File: src/hdl/ogl_pkg.sv
// shared constants, codes and types of the occupancy grid line-of-sight core
package ogl_pkg;

   // grid geometry
   localparam int MAX_SIDE = 64;
   localparam int COORD_W  = $clog2(MAX_SIDE);
   localparam int SIDE_W   = COORD_W + 1;
   localparam int ADDR_W   = 2 * COORD_W;
   localparam int CELLS    = MAX_SIDE * MAX_SIDE;
   // crossing products reach (2*MAX_SIDE-1)*(MAX_SIDE-1)
   localparam int LHS_W    = ADDR_W + 1;

   // port field widths
   localparam int CFG_W     = 7;
   localparam int FIELD_W   = 8;
   localparam int STATUS_W  = 2;
   localparam int HIT_W     = 6;
   localparam int CSR_IDX_W = 2;
   localparam int CMP_W     = FIELD_W + 2;

   // register reset value
   localparam logic [CFG_W-1:0] CFG_RESET = 7'd64;

   // command queue between front and back
   localparam int QUEUE_DEPTH = 2;
   localparam int QPTR_W      = $clog2(QUEUE_DEPTH);
   localparam int QCNT_W      = $clog2(QUEUE_DEPTH + 1);

   typedef enum logic [CSR_IDX_W-1:0] {
      CSR_GRID_WIDTH  = 2'd0,
      CSR_GRID_LENGTH = 2'd1
   } csr_index_type;

   typedef enum logic {
      ACTION_PAINT = 1'b0,
      ACTION_LINE  = 1'b1
   } action_type;

   typedef enum logic [STATUS_W-1:0] {
      STATUS_OK       = 2'd0,
      STATUS_INVERTED = 2'd1,
      STATUS_OUTSIDE  = 2'd2
   } status_type;

   typedef enum logic [1:0] {
      CMD_REPORT = 2'd0,
      CMD_PAINT  = 2'd1,
      CMD_LINE   = 2'd2
   } cmd_kind_type;

   typedef enum logic [2:0] {
      ST_CLEAR = 3'd0,
      ST_IDLE  = 3'd1,
      ST_PAINT = 3'd2,
      ST_LINE  = 3'd3,
      ST_FLUSH = 3'd4,
      ST_DONE  = 3'd5
   } back_state_type;

   // classified work item handed from front to back
   typedef struct packed {
      cmd_kind_type        kind;
      status_type          status;
      logic [COORD_W-1:0]  x_lo;
      logic [COORD_W-1:0]  x_hi;
      logic [COORD_W-1:0]  y_lo;
      logic [COORD_W-1:0]  y_hi;
      logic [COORD_W-1:0]  nx;
      logic [COORD_W-1:0]  ny;
      logic                x_neg;
      logic                y_neg;
      logic [ADDR_W-1:0]   addr;
      logic [SIDE_W-1:0]   len;
   } cmd_type;

endpackage

File: src/hdl/ogl_queue.sv
// short command queue that decouples the classifier from the executor
module ogl_queue (
   input  logic             clock,
   input  logic             reset,
   input  logic             push,
   input  ogl_pkg::cmd_type push_cmd,
   output logic             full,
   input  logic             pop,
   output logic             not_empty,
   output ogl_pkg::cmd_type head_cmd
);

   import ogl_pkg::*;

   cmd_type           slot_ff [QUEUE_DEPTH];
   logic [QPTR_W-1:0] wr_ptr_ff, wr_ptr_in;
   logic [QPTR_W-1:0] rd_ptr_ff, rd_ptr_in;
   logic [QCNT_W-1:0] count_ff, count_in;

   // pointer and fill level update
   always_comb begin
      wr_ptr_in = wr_ptr_ff;
      rd_ptr_in = rd_ptr_ff;
      count_in  = count_ff;
      if (push) begin
         wr_ptr_in = (wr_ptr_ff == QPTR_W'(QUEUE_DEPTH - 1)) ? '0 : wr_ptr_ff + QPTR_W'(1);
      end
      if (pop) begin
         rd_ptr_in = (rd_ptr_ff == QPTR_W'(QUEUE_DEPTH - 1)) ? '0 : rd_ptr_ff + QPTR_W'(1);
      end
      if (push && !pop) begin
         count_in = count_ff + QCNT_W'(1);
      end else if (pop && !push) begin
         count_in = count_ff - QCNT_W'(1);
      end
   end

   always_ff @(posedge clock) begin
      if (reset) begin
         wr_ptr_ff <= '0;
         rd_ptr_ff <= '0;
         count_ff  <= '0;
      end else begin
         wr_ptr_ff <= wr_ptr_in;
         rd_ptr_ff <= rd_ptr_in;
         count_ff  <= count_in;
      end
   end

   // slot storage
   always_ff @(posedge clock) begin
      if (push) begin
         slot_ff[wr_ptr_ff] <= push_cmd;
      end
   end

   assign full      = (count_ff == QCNT_W'(QUEUE_DEPTH));
   assign not_empty = (count_ff != '0);
   assign head_cmd  = slot_ff[rd_ptr_ff];

endmodule

File: config.mk
export PLATFORM = sky130hd
export DESIGN_NAME = ogl_queue
export DESIGN_NICKNAME = d
export VERILOG_FILES = /design/src/hdl/ogl_pkg.sv /design/src/hdl/ogl_queue.sv
export SDC_FILE = /design/constraint.sdc
export NUM_CORES = 1
export LEC_CHECK = 0
export ABC_AREA = 0
export BUFFER_PORTS_ARGS = -buffer_cell sky130_fd_sc_hd__clkbuf_2
export CAP_MARGIN = 15
export CORE_MARGIN = 1.5
export CORE_UTILIZATION = 35
export DETAILED_ROUTE_END_ITERATION = 8
export SLEW_MARGIN = 20
export SYNTH_ARGS = -nofsm -noshare
export SYNTH_HDL_FRONTEND = slang
export SYNTH_SLANG_ARGS = --single-unit
File: constraint.sdc
create_clock -name clock -period 10.5 [get_ports clock]
set_clock_uncertainty 0.2 [all_clocks]
set_input_delay 1.05 -clock clock [delete_from_list [all_inputs] [get_ports clock]]
set_output_delay 1.05 -clock clock [all_outputs]
set_load 0.02 [all_outputs]
==> flow_summary.toml <==
[sta]
slew_headroom_pct = 44.6
timing.final.max_slew_violations = 0
finalSetupViolCount = 0
max_freq_mhz = 310
worst-slew-pin-transition_ns = 0.831
final.period_utilization_pct = 30.8
grt_setup_unrepaired = "false"
finalWorstPathRequiredPeriod_ns = 3.23
fin_setup_tns_ns = 0
final_hold_viol_count = 0

[floorplan]
die_area_um2 = 13900
site_row_count = 41
die_span_in_y_um = 118
dieWidth_um = 118
initial_core_util_pct = 36.3
top_level_ports = 128
core_um2 = 12800

[cts]
cts-hold-fix-buffers = 0
ctsResizeCount = 0
cts_htree_levels = 4
root_buffer = "clkbuf_16"
clkLatencyLatePin_ns = 0.41
cts_buffer_depth = 2
clock-sinks = 127
post-cts-setup-buffers = 0
clk_transition_reported_paths_ns = 0.05
tritoncts = "done"
cts_made_buffers = 17

[worst_setup_path]
critPathMaxFanout = 61
timing.critical_path.to_type = "primary output"
slowest_stage = "buf_4"
setup.worst_path.start_class = "flip-flop"
max_stage_delay_ns = 0.65
timing.critical_path.cells = "buf_4 -> mux2_2 -> clkbuf_2"
critPathBufInv = 2
cp_data_required_time_ns = 9.25
worst-setup-path-type = "reg -> out"
path_delay_family = "buffers and inverters"
crit_arrival_ns = 1.98

[final_layout]
nets = 420
drive_gt1_share_pct = 60.8
layout.cells.most_common_list = "clkbuf_2 (127), edfxtp_1 (122), mux2_2 (61)"
mostFrequentLayoutCell = "clkbuf_2"
area_growth_syn_to_layout_pct = 30.1
diodes = 0
layout.core_utilization_pct = 47.2

[placed_design]
hpwlAfterDp_um = 4990
placer_congestion = 0.671
port-buffer-count = 127

[synth]
synth.lib_cells_used.distinct = 17
netlist_area_um2 = 4630
post-synth-top-area-fraction_pct = 79.1
synth_nets = 278
synth.avg_cell_area_um2 = 21.9
synth-seq-area-share_pct = 81.2
synthDominantAreaCellType = "edfxtp_1"
synthesis.instances = 212
yosys_warnings = 0
synth-seq-cells = 127
post_synth_main_area_contributors = "edfxtp_1 (79%), mux2_2 (15%), dfxtp_1 (2.2%)"

[drt]
avgViaCountPerCell = 4.39
via_count = 2367
drt_pass1_iterations = 5
drt.antenna.violating_nets = 0
detail_route.iter0.violations = 58
totalWireLength_um = 7990
routedWlPerCell_um = 14.8
drcViolationCount = 0

[hold_path]
min-delay-path-class = "reg -> reg"

[power_and_ir_drop]
power_leakage_nw = 2.30
power.density_nw_per_um2 = 216
ir_drop_v = 0.000119

[global_routing]
grt_first_pass_wirelength_um = 12600
antenna_found_initial = 0
grt_pass1_vias = 2525
grtUsageTotal_pct = 12.3
largest_net_degree_at_the_start_of_global_routing = 62
overflow = 0

[outcome]
status = "complete, no violations"

[job]
max-cap-violations = 0
==> kinds of logic after synthesis <==
family,count (synthesis),synth area share [%]
AOI/OAI and AO/OA,2,0.216
xor gates and xnor gates,4,0.756
adders and majority gates,1,0.270
and+or+nand+nor,9,1.05
muxes,61,14.8
DFF,127,81.2
buffers and inverters,8,1.65
==> flip-flops by register name (all words and copies together), names as in the netlist, named ones only <==
name       cells
count_ff       2
rd_ptr_ff      1
slot_ff      122
wr_ptr_ff      1
==> cells in the mapped netlist <==
cell / count
and2_1: 1
ha_1: 1
nor2b_1: 1
a21oi_1: 1
or2_2: 1
o21ai_0: 1
and2b_2: 1
xor2_1: 2
xnor2_1: 2
nor2_1: 4
inv_1: 1
buf_6: 6
mux2_2: 61
dfxtp_1: 5
buf_2: 1
or3_1: 1
edfxtp_1: 122
==> final timing paths <==
| kind | startpoint | end | slack (ns) | cells past startpoint |
|---|---|---|---|---|
| worst max-delay path | flip-flop | head_cmd[7] | 7.27 | 3 |
| worst min-delay path | count_ff[1] | count_ff[1] | 0.30 | 2 |
| worst max register to register | wr_ptr_ff | slot_ff[1][24] | 8.34 | 2 |
| worst min register to register | count_ff[1] | count_ff[1] | 0.30 | 2 |
==> layout make-up <==
| type | instances | area, µm² |
|---|---|---|
| clock buffer | 25 | 495 |
| clock inverter | 7 | 86.3 |
| fill | 1119 | 6750 |
| inverter | 1 | 3.75 |
| multi-input combinational | 77 | 802 |
| sequential | 127 | 3760 |
| tap | 172 | 215 |
| timing repair buffer | 130 | 658 |
==> per-stage QoR <==
| step | setup slack, ns | hold WS [ns] | total power, mW | instances | instance area (µm²) |
|---|---|---|---|---|---|
| final | 7.27 | 0.302 | 1.30 | 539 | 6030 |
| after CTS | 7.22 | 0.303 | 1.32 | 539 | 6030 |
| after floorplan | 6.08 | 0.256 | 0.704 | 212 | 4630 |
| after global routing | 7.13 | 0.362 | 1.35 | 539 | 6030 |
| after detailed placement | 7.43 | 0.295 | 0.754 | 507 | 5440 |
| after global placement | 7.43 | 0.280 | 0.751 | 507 | 5440 |
==> worst reg2reg max path, cell delays in order, from the launching register on <==
cell and delay (ns):
dfxtp_1 0.40, and2_2 0.62, buf_4 0.55
==> power breakdown <==
part	switching [mW]	internal (mW)	leakage, nW
registers	0.00725	0.592	1.19
logic	0.0853	0.0565	0.832
clock network	0.192	0.372	0.285
==> layer usage <==
layer	wire length [µm]	vias to the layer above	track usage (%)
met2	4000	90	19.7
met1	3370	1146	14.0
met5	0	-	0
met4	150	0	6.86
met3	474	12	4.99
li1	-	1119	-
Power figures use the tool's default switching activity.
