**src/hdl/ogl_pkg.sv**
```systemverilog
// shared constants, codes and types of the occupancy grid line-of-sight core
package ogl_pkg;

   // grid geometry
   localparam int MAX_SIDE = 64;
   localparam int COORD_W  = $clog2(MAX_SIDE);
   localparam int SIDE_W   = COORD_W + 1;
   localparam int ADDR_W   = 2 * COORD_W;
   localparam int CELLS    = MAX_SIDE * MAX_SIDE;
   // crossing products reach (2*MAX_SIDE-1)*(MAX_SIDE-1)
   localparam int LHS_W    = ADDR_W + 1;

   // port field widths
   localparam int CFG_W     = 7;
   localparam int FIELD_W   = 8;
   localparam int STATUS_W  = 2;
   localparam int HIT_W     = 6;
   localparam int CSR_IDX_W = 2;
   localparam int CMP_W     = FIELD_W + 2;

   // register reset value
   localparam logic [CFG_W-1:0] CFG_RESET = 7'd64;

   // command queue between front and back
   localparam int QUEUE_DEPTH = 2;
   localparam int QPTR_W      = $clog2(QUEUE_DEPTH);
   localparam int QCNT_W      = $clog2(QUEUE_DEPTH + 1);

   typedef enum logic [CSR_IDX_W-1:0] {
      CSR_GRID_WIDTH  = 2'd0,
      CSR_GRID_LENGTH = 2'd1
   } csr_index_type;

   typedef enum logic {
      ACTION_PAINT = 1'b0,
      ACTION_LINE  = 1'b1
   } action_type;

   typedef enum logic [STATUS_W-1:0] {
      STATUS_OK       = 2'd0,
      STATUS_INVERTED = 2'd1,
      STATUS_OUTSIDE  = 2'd2
   } status_type;

   typedef enum logic [1:0] {
      CMD_REPORT = 2'd0,
      CMD_PAINT  = 2'd1,
      CMD_LINE   = 2'd2
   } cmd_kind_type;

   typedef enum logic [2:0] {
      ST_CLEAR = 3'd0,
      ST_IDLE  = 3'd1,
      ST_PAINT = 3'd2,
      ST_LINE  = 3'd3,
      ST_FLUSH = 3'd4,
      ST_DONE  = 3'd5
   } back_state_type;

   // classified work item handed from front to back
   typedef struct packed {
      cmd_kind_type        kind;
      status_type          status;
      logic [COORD_W-1:0]  x_lo;
      logic [COORD_W-1:0]  x_hi;
      logic [COORD_W-1:0]  y_lo;
      logic [COORD_W-1:0]  y_hi;
      logic [COORD_W-1:0]  nx;
      logic [COORD_W-1:0]  ny;
      logic                x_neg;
      logic                y_neg;
      logic [ADDR_W-1:0]   addr;
      logic [SIDE_W-1:0]   len;
   } cmd_type;

endpackage

```
**src/hdl/ogl_front.sv**
```systemverilog
// front end: configuration registers, request intake and classification
module ogl_front (
   input  logic                             clock,
   input  logic                             reset,
   input  logic                             req_valid,
   output logic                             req_ready,
   input  logic                             req_action,
   input  logic signed [ogl_pkg::FIELD_W-1:0] req_first_x,
   input  logic signed [ogl_pkg::FIELD_W-1:0] req_first_y,
   input  logic signed [ogl_pkg::FIELD_W-1:0] req_second_x,
   input  logic signed [ogl_pkg::FIELD_W-1:0] req_second_y,
   input  logic                             csr_valid,
   output logic                             csr_ready,
   input  logic [ogl_pkg::CSR_IDX_W-1:0]    csr_index,
   input  logic [ogl_pkg::CFG_W-1:0]        csr_data,
   input  logic                             q_full,
   input  logic                             clearing,
   output logic                             q_push,
   output ogl_pkg::cmd_type                 q_cmd
);

   import ogl_pkg::*;

   logic [CFG_W-1:0]       grid_width_ff, grid_width_in;
   logic [CFG_W-1:0]       grid_length_ff, grid_length_in;
   logic [SIDE_W-1:0]      width_eff, length_eff;
   logic signed [CMP_W-1:0] ax, ay, bx, by;
   logic signed [CMP_W-1:0] x_max, y_max;
   logic signed [CMP_W-1:0] x0, x1, y0, y1;
   logic signed [CMP_W-1:0] dx, dy, adx, ady;
   logic                   outside;
   logic [ADDR_W:0]        base_prod;
   cmd_type                cmd;

   // zero counts as one, anything above the grid side as the side
   function automatic logic [SIDE_W-1:0] eff_side(input logic [CFG_W-1:0] r);
      logic [SIDE_W-1:0] s;
      if (r == '0) begin
         s = SIDE_W'(1);
      end else if (int'(r) > MAX_SIDE) begin
         s = SIDE_W'(MAX_SIDE);
      end else begin
         s = SIDE_W'(r);
      end
      return s;
   endfunction

   // configuration register writes
   assign csr_ready = 1'b1;

   always_comb begin
      grid_width_in  = grid_width_ff;
      grid_length_in = grid_length_ff;
      if (csr_valid) begin
         unique case (csr_index)
            CSR_GRID_WIDTH:  grid_width_in  = csr_data;
            CSR_GRID_LENGTH: grid_length_in = csr_data;
            default: ;
         endcase
      end
   end

   always_ff @(posedge clock) begin
      if (reset) begin
         grid_width_ff  <= CFG_RESET;
         grid_length_ff <= CFG_RESET;
      end else begin
         grid_width_ff  <= grid_width_in;
         grid_length_ff <= grid_length_in;
      end
   end

   assign width_eff  = eff_side(grid_width_ff);
   assign length_eff = eff_side(grid_length_ff);

   // corner arithmetic in signed form
   always_comb begin
      ax      = CMP_W'(req_first_x);
      ay      = CMP_W'(req_first_y);
      bx      = CMP_W'(req_second_x);
      by      = CMP_W'(req_second_y);
      x_max   = CMP_W'(width_eff - SIDE_W'(1));
      y_max   = CMP_W'(length_eff - SIDE_W'(1));
      x0      = ax[CMP_W-1] ? '0 : ax;
      y0      = ay[CMP_W-1] ? '0 : ay;
      x1      = (bx > x_max) ? x_max : bx;
      y1      = (by > y_max) ? y_max : by;
      dx      = bx - ax;
      dy      = by - ay;
      adx     = dx[CMP_W-1] ? -dx : dx;
      ady     = dy[CMP_W-1] ? -dy : dy;
      outside = ax[CMP_W-1] || (ax > x_max) || ay[CMP_W-1] || (ay > y_max) ||
                bx[CMP_W-1] || (bx > x_max) || by[CMP_W-1] || (by > y_max);
   end

   // classify the item into a command for the back end
   always_comb begin
      cmd        = '0;
      cmd.kind   = CMD_REPORT;
      cmd.status = STATUS_OK;
      cmd.len    = length_eff;
      if (req_action == ACTION_PAINT) begin
         if ((bx < ax) || (by < ay)) begin
            cmd.status = STATUS_INVERTED;
         end else if ((x0 <= x1) && (y0 <= y1)) begin
            // an empty clipped rectangle just reports ok
            cmd.kind = CMD_PAINT;
            cmd.x_lo = COORD_W'(x0);
            cmd.x_hi = COORD_W'(x1);
            cmd.y_lo = COORD_W'(y0);
            cmd.y_hi = COORD_W'(y1);
         end
      end else if (outside) begin
         cmd.status = STATUS_OUTSIDE;
      end else begin
         cmd.kind  = CMD_LINE;
         cmd.x_lo  = COORD_W'(ax);
         cmd.y_lo  = COORD_W'(ay);
         cmd.x_hi  = COORD_W'(bx);
         cmd.y_hi  = COORD_W'(by);
         cmd.nx    = COORD_W'(adx);
         cmd.ny    = COORD_W'(ady);
         cmd.x_neg = !(dx > 0);
         cmd.y_neg = !(dy > 0);
      end
      // start cell address x * length + y
      base_prod = (ADDR_W + 1)'(cmd.x_lo) * (ADDR_W + 1)'(cmd.len);
      cmd.addr  = base_prod[ADDR_W-1:0] + ADDR_W'(cmd.y_lo);
   end

   // no intake while the grid is being cleared
   assign req_ready = !q_full && !clearing;
   assign q_push    = req_valid && req_ready;
   assign q_cmd     = cmd;

endmodule

```
**config.mk**
```make
export PLATFORM = sky130hd
export DESIGN_NAME = ogl_front
export DESIGN_NICKNAME = d
export VERILOG_FILES = /design/src/hdl/ogl_pkg.sv /design/src/hdl/ogl_front.sv
export SDC_FILE = /design/constraint.sdc
export NUM_CORES = 1
export LEC_CHECK = 0
export BUFFER_PORTS_ARGS = -buffer_cell sky130_fd_sc_hd__buf_2
export CORE_UTILIZATION = 35
export CTS_CLUSTER_DIAMETER = 200
export CTS_CLUSTER_SIZE = 24
export DETAILED_ROUTE_END_ITERATION = 7
export PLACE_DENSITY_LB_ADDON = 0.3
export SYNTH_ARGS = -nofsm -noshare
export SYNTH_HDL_FRONTEND = slang
export SYNTH_SLANG_ARGS = --single-unit
```
**constraint.sdc**
```tcl
create_clock -name clock -period 16.47 [get_ports clock]
set_clock_uncertainty 0.2 [all_clocks]
set_input_delay 3.294 -clock clock [delete_from_list [all_inputs] [get_ports clock]]
set_output_delay 3.294 -clock clock [all_outputs]
set_load 0.02 [all_outputs]
```
==> results of run 1 <==
## through the flow
step | std cells | worst slack [ns] | hold WS, ns | util, % | cell area (um2)
after floorplan | 658 | 2.48 | 0.304 | - | 5000
after global placement | 928 | 1.79 | 0.343 | 40.9 | 5680
after detailed placement | 928 | 1.59 | 0.359 | 40.9 | 5680
after CTS | 931 | 1.56 | 0.365 | 41.4 | 5750
after global routing | 931 | 0.728 | 0.397 | 41.4 | 5750
final | 931 | 1.56 | 0.361 | 41.4 | 5750
## how the worst min path moves through the flow
stage,startpoint,end,depth (start not counted)
after floorplan,grid_length_ff[5],grid_length_ff[5],2
after global placement,grid_length_ff[4],grid_length_ff[4],2
after detailed placement,grid_length_ff[0],grid_length_ff[0],2
after CTS,grid_length_ff[0],grid_length_ff[0],2
after global routing,grid_length_ff[1],grid_length_ff[1],2
final,grid_length_ff[0],grid_length_ff[0],2
## layout make-up
type                            count  area [um2]
Clock buffer                        3        75.1
Multi-Input combinational cell    555        4350
Timing Repair Buffer              113         573
Sequential cell                    14         280
Tap cell                          180         225
Fill cell                        1488        8130
Inverter                           66         248
## cells by family after synthesis
group           after synthesis  share of synthesized area (%)
simple gates                240                           25.2
compound gates              142                           19.1
fa+ha+maj                   115                           32.6
buf+inv                      89                           7.43
xor+xnor                     34                           5.97
mux                          19                           3.99
flops                        14                           5.62
other cells                   1                         0.0752
## registers in the layout (all words and copies together), names as in the netlist
register	flops
grid_width_ff	7
grid_length_ff	7
## critical path: cells and delay by family
family / cells / cell delay [ns]
buffers and inverters: 5 / 0.74
and+or+nand+nor: 5 / 1.11
AOI/OAI and AO/OA: 12 / 3.22
muxes: 1 / 0.42
adders and majority gates: 7 / 2.45
xor gates and xnor gates: 1 / 0.16
## power by group through the flow
stage / Combinational, uW / Sequential (uW) / Clock, uW
final: 150 / 37.8 / 44.1
after global routing: 168 / 38.1 / 46.4
after CTS: 149 / 37.8 / 45.4
after detailed placement: 148 / 38.4 / 0
after global placement: 148 / 38.4 / 0
after floorplan: 109 / 37.0 / 0
## per-layer routing
metal	wire (um)	track usage, %
met3	449	1.27
met2	6360	31.4
met5	0	0
met4	33	2.47
met1	6830	26.7
## cell usage after synthesis (all sizes together) (6+ instances only)
library cell,n
nor2,67
and3,33
nor2b,15
nor3,15
o21bai,8
inv,66
mux2i,15
a21o,6
and2,17
nand3,27
ha,90
dfxtp,14
nand2b,6
xor2,8
buf,10
a21oi,46
o21ai,24
o22ai,6
fa,25
o21a,6
o2bb2ai,8
nor4,6
clkbuf,13
xnor2,26
nand2,30
==> results.toml, run 1 <==
[status]
run_status = "finished, final reports clean"

[floorplanning]
io_pins = 112
rows = 43
start_util_pct = 35.9
dieArea_um2 = 14700
die_w_um = 121
die_h_um = 121
core_um2 = 13900

[power]
cellLeakagePower_uw = 0.00319
power_frac_seq_pct = 16.3
p_switching_uw = 105
p_int_uw = 126
vdd_drop_max_mv = 0.0609
total_power_uw = 232
combPwrFrac_pct = 64.7
power_per_cell_area_nw_per_um2 = 40.3
swShare_pct = 45.5
p_clk_share_pct = 19.0

[route]
dr.pass1.iters = 5
drc = 0
vias = 4918
wire_per_inst_um = 14.7
vias_per_cell = 5.28
drt_wl_total_mm = 13.7
antenna_left = 0
drt_iter0_drc = 295

[synth]
synthesis.instances = 654
synth_top_area_share_pct = 22.6
synth.avg_cell_area_um2 = 7.62
syn_area_um2 = 4980
yosys_warnings = 0
synth_edf_count = 0
synth_cell_types = 72
synth_top_cell_by_area = "ha_1"
synth.area.top_cells = "ha_1 23%, fa_1 10%, dfxtp_1 5.6%, nor2_1 5.0%, inv_1 4.9%"
ys_ff_latch = 14
synthArstFlopShare_pct = 0
yosysSeqAreaShare_pct = 5.62
synth_ff_type = "dfxtp_1"

[worst_setup_path]
endpoint = "q_cmd[18]"
critPathLaunch = "req_second_x[3]"
rr_endpoint = "grid_length_ff[6]"
crit_path_start_kind = "input pin"
rr_startpoint = "grid_length_ff[6]"
worstSetupPathType = "in -> out"
cp_slowest_cell = "o21ai_2"
crit_path_end_kind = "output port"
crit_top_cell = "ha_1"
worstPathRequired_ns = 12.98
worstRegToRegCells = 1
crit_path_max_incr_delay_ns = 0.62
arrival_ns = 11.42
r2r_setup_slack_ns = 15.27
cp_max_fo = 24

[sta]
fmax_ghz = 0.0671
finalSetupViolCount = 0
fin_crit_ns = 14.91
tns_ns = 0
maxSlewHeadroom_pct = 47.1
worst-slew-pin-transition_ns = 0.794
slew_viol_final = 0
hold_viol = 0
rsz0062_at_grt = "no"
fin_crit_sh_pct = 90.5

[global_route]
antenna_found_initial = 0
track_usage_pct = 18.7
grt_pass1_wl_mm = 22.4
grt_pass1_vias = 4559
overflow = 0
grt_max_degree = 25

[placement]
gp_congestion = 0.891
dpl.hpwl_mm = 11.4
io_buffers = 110

[cells_and_area]
layout_commonest_cell = "buf_2"
areaGrowthSynthToFinish_pct = 15.4
final_nets = 916
num_antenna_cells = 0
layout_common_cells = "110 x buf_2, 90 x ha_1, 66 x nor2_1"
drive_gt1_share_pct = 18.0

[clocking]
clock_latency_ns = 0.24
root_buffer = "clkbuf_16"
clockBufferDepth = 2
cts_sinks = 14
post_cts_buffers = 0
postCtsHoldBufs = 0
postCtsResizedCells = 0
cts_tree = "done"
htreeDepth = 1
clk_pin_slew_ns = 0.04
cts_buffers = 3

[job]
drv_cap = 0

[min_path]
hold_path.class = "reg -> reg"
No activity file was read; power rests on OpenSTA's default activity.
==> run 2: changes to the inputs <==
Settings changed: GPL_TIMING_DRIVEN set to 0.
==> results.toml, run 2 (synthesis results as in run 1) <==
[power]
cellLeakagePower_uw = 0.00324
p_switching_uw = 106
swShare_pct = 45.3
p_clk_share_pct = 18.9
combPwrFrac_pct = 65.3
p_int_uw = 128
power_frac_seq_pct = 15.8
power_per_cell_area_nw_per_um2 = 40.0
vdd_drop_max_mv = 0.0682

[min_path]
min_to = "grid_length_ff[4]"
hold_path.class = "reg -> reg"
min_from = "grid_length_ff[4]"
hold-path-cell-count = 2

[sta]
rsz0062_at_grt = "no"
fin_crit_sh_pct = 90.4
fin_crit_ns = 14.88
maxSlewHeadroom_pct = 53.4
tns_ns = 0
worst-slew-pin-transition_ns = 0.695
finalSetupViolCount = 0
hold_viol = 0
slew_viol_final = 0
fmax_ghz = 0.0672

[floorplanning]
core_um2 = 13900
io_pins = 112
rows = 43
die_w_um = 121
dieArea_um2 = 14700
start_util_pct = 35.9
die_h_um = 121

[global_route]
overflow = 0
grt_pass1_wl_mm = 22.0
antenna_found_initial = 0
grt_max_degree = 11
grt_pass1_vias = 4460
track_usage_pct = 18.5

[worst_setup_path]
cp_slowest_cell = "fa_1"
critPathLaunch = "req_second_x[4]"
worstPathRequired_ns = 12.98
worstSetupPathType = "in -> out"
path_buf_inv = 7
cp_max_fo = 10
rr_startpoint = "grid_length_ff[6]"
arrival_ns = 11.39
crit_path_start_kind = "input pin"
crit_family = "adder cells"
crit_path_end_kind = "output port"
r2r_setup_slack_ns = 15.11
crit_path_max_incr_delay_ns = 0.54
crit_top_cell = "fa_1"
rr_endpoint = "grid_length_ff[6]"
worstRegToRegCells = 3

[cells_and_area]
final_nets = 936
top_regs = "grid_length_ff x7, grid_width_ff x7"
utilization_pct = 42.1
layout_commonest_cell = "buf_2"
drive_gt1_share_pct = 18.4
num_antenna_cells = 0
areaGrowthSynthToFinish_pct = 17.4
layout_common_cells = "114 x buf_2, 90 x ha_1, 66 x nor2_1"

[clocking]
postCtsHoldBufs = 0
root_buffer = "clkbuf_16"
cts_tree = "done"
postCtsResizedCells = 0
htreeDepth = 1
clock_latency_ns = 0.24
post_cts_buffers = 0
cts_sinks = 14
clk_pin_slew_ns = 0.04
clockBufferDepth = 2
cts_buffers = 3

[route]
vias = 4980
drc = 0
drt_iter0_drc = 243
drt_wl_total_mm = 13.9
vias_per_cell = 5.24
dr.pass1.iters = 5
antenna_left = 0
wire_per_inst_um = 14.6

[placement]
dpl.hpwl_mm = 11.7
gp_congestion = 0.861
io_buffers = 110

[status]
run_status = "finished, final reports clean"

[job]
drv_cap = 0
==> run 2: cell types whose count changed in the layout (fill, tap and decap cells not counted) <==
cell,change
buf_6,+3
buf_1,+1
buf_2,+4
clkbuf_1,+12
clkbuf_2,+1
buf_4,-1
==> run 2: how the worst max path moves through the flow <==
stage | to | slack, ns | cells after the start
after floorplan | q_cmd[18] | 2.48 | 32
after global placement | q_cmd[18] | 1.67 | 34
after detailed placement | q_cmd[18] | 1.62 | 34
after CTS | q_cmd[18] | 1.59 | 34
after global routing | q_cmd[18] | 0.88 | 34
final | q_cmd[18] | 1.59 | 34
==> run 2: power by group through the flow <==
stage | Combinational, uW | Sequential [uW] | Clock [uW]
6_report | 153 | 36.9 | 44.3
5_1_grt | 171 | 37.1 | 47.1
4_1_cts | 152 | 36.8 | 45.1
3_5_place_dp | 151 | 37.4 | 0
3_3_place_gp | 151 | 37.4 | 0
2_1_floorplan | 109 | 37.0 | 0
==> run 2: stage by stage <==
stage | worst slack, ns | hold slack, ns | power (uW) | area (um2) | cells
finish | 1.59 | 0.363 | 234 | 5850 | 951
global route | 0.883 | 0.389 | 255 | 5850 | 951
CTS | 1.59 | 0.360 | 234 | 5850 | 951
detailed placement | 1.62 | 0.352 | 189 | 5780 | 948
global placement | 1.67 | 0.342 | 188 | 5780 | 948
floorplan | 2.48 | 0.304 | 146 | 5000 | 658
==> run 2: routing by layer <==
layer	up-vias	global-route usage (%)	wire [um]
met3	8	0.987	627
met4	0	1.85	67
met1	2285	26.3	6660
met2	125	31.7	6500
met5	-	0	0
li1	2562	-	-
==> run 2: worst register-to-register path, stage by stage, from the launching register on <==
cell and delay (ns):
dfxtp_1 0.32, buf_2 0.22, clkbuf_1 0.37, a211o_1 0.19
==> run 2: layout make-up <==
cell class              instances  area, um2
well taps                     180        225
clock buffers                   3       75.1
inverters                      66        248
multi-input cells             555       4350
flip-flops and latches         14        280
repair buffers                110        551
plain buffers                  23        123
fillers                      1485       8030
==> run 3: changes to the inputs <==
Settings changed: BUFFER_PORTS_ARGS -buffer_cell sky130_fd_sc_hd__buf_2 to -buffer_cell sky130_fd_sc_hd__buf_4.
Clock period 16.47 ns to 16.22 ns, I/O delays scaled along.
==> results.toml, run 3 (synthesis results as in run 1) <==
[power]
cellLeakagePower_uw = 0.00328
power_per_cell_area_nw_per_um2 = 40.8
combPwrFrac_pct = 64.8
p_clk_share_pct = 20.3
power_frac_seq_pct = 15.0
swShare_pct = 43.1
vdd_drop_max_mv = 0.0908
p_switching_uw = 108
p_int_uw = 142

[clocking]
cts_buffers = 3
htreeDepth = 1
clock_latency_ns = 0.24
postCtsHoldBufs = 0
postCtsResizedCells = 0
post_cts_buffers = 0
clk_pin_slew_ns = 0.04
clockBufferDepth = 2
cts_tree = "done"
cts_sinks = 14
root_buffer = "clkbuf_16"

[worst_setup_path]
crit_path_start_kind = "input pin"
arrival_ns = 11.37
crit_path_max_incr_delay_ns = 0.54
worstSetupPathType = "in -> out"
crit_top_cell = "fa_1"
cp_max_fo = 10
crit_path_end_kind = "output port"
cp_slowest_cell = "fa_1"
worstPathRequired_ns = 12.78

[sta]
fmax_ghz = 0.0675
fin_crit_sh_pct = 91.4
maxSlewHeadroom_pct = 53.6
finalSetupViolCount = 0
hold_viol = 0
fin_crit_ns = 14.82
fin_ws_ns = 1.40
tns_ns = 0
rsz0062_at_grt = "no"
slew_viol_final = 0
worst-slew-pin-transition_ns = 0.693

[floorplanning]
core_um2 = 13900
die_w_um = 121
start_util_pct = 35.9
rows = 43
dieArea_um2 = 14700
die_h_um = 121
io_pins = 112

[route]
drt_iter0_drc = 250
wl_met1_mm = 6.68
antenna_left = 0
wire_per_inst_um = 14.4
met2_length_mm = 6.45
wl_met3_um = 510
drc = 0
drt_wl_total_mm = 13.7
top_layer_used = "met4"
vias_per_cell = 5.22
vias = 4970
dr.pass1.iters = 5

[min_path]
hold_path.class = "reg -> reg"

[global_route]
antenna_found_initial = 0
track_usage_pct = 18.8
grt_max_degree = 11
overflow = 0
grt_pass1_wl_mm = 22.5
grt_pass1_vias = 4609

[placement]
dp_slack_ns = 1.44
dpl.hpwl_mm = 11.7
io_buffers = 110
gp_congestion = 0.849

[job]
drv_cap = 0

[cells_and_area]
final_nets = 936
layout_commonest_cell = "buf_4"
layout_common_cells = "112 x buf_4, 90 x ha_1, 66 x nor2_1"
top_regs = "grid_length_ff x7, grid_width_ff x7"
areaGrowthSynthToFinish_pct = 23.2
num_antenna_cells = 0
drive_gt1_share_pct = 18.5

[status]
run_status = "finished, final reports clean"
[run 3: cell types whose count changed in the layout (fill, tap and decap cells not counted), sizes merged]
cell / change
clkbuf: +1
[run 3: worst max-delay path, delay by kind of cell]
family | cells | cell delay, ns
AND/OR/NAND/NOR | 7 | 1.30
buffers and inverters | 7 | 1.00
XOR/XNOR | 1 | 0.17
adder cells (fa/ha/maj) | 7 | 2.96
multiplexers | 1 | 0.30
AO/OA/AOI/OAI | 11 | 2.39
[run 3: metrics by stage]
step / hold WS, ns / power [uW] / utilization [%] / cells / instance area [um2]
finish: 0.364 / 250 / 44.2 / 952 / 6140
global route: 0.399 / 273 / 44.2 / 952 / 6140
CTS: 0.364 / 251 / 44.2 / 952 / 6140
detailed placement: 0.354 / 199 / 43.6 / 948 / 6050
global placement: 0.346 / 198 / 43.6 / 948 / 6050
floorplan: 0.304 / 149 / - / 658 / 5000
[run 3: final cells by class]
class | count | area (um2)
buffer | 23 | 123
clock buffer | 4 | 88.8
fill | 1449 | 7740
inverter | 66 | 248
multi-input combinational | 555 | 4350
sequential | 14 | 280
tap | 180 | 225
timing repair buffer | 110 | 826
[run 3: layer usage]
metal  GRT usage (%)  up-vias
met4            2.24        0
met3            1.13        8
met5               0        -
met2            31.9      111
li1                -     2563
met1            26.5     2288
[run 3: path summary, 6_finish.rpt]
kind	startpoint	endpoint	slack [ns]	cells past startpoint
setup / recovery	req_second_x[3]	q_cmd[18]	1.40	34
hold / removal	grid_length_ff[4]	grid_length_ff[4]	0.36	2
setup reg to reg	grid_length_ff[6]	grid_length_ff[6]	14.86	3
hold reg to reg	grid_length_ff[4]	grid_length_ff[4]	0.36	2
[run 3: power by group through the flow]
stage                     clock [uW]  sequential, uW  combinational, uW
after global routing            53.8            37.6                182
after CTS                       51.5            37.4                162
final                           50.7            37.5                162
after detailed placement           0            38.1                161
after global placement             0            38.1                160
after floorplan                    0            37.6                111
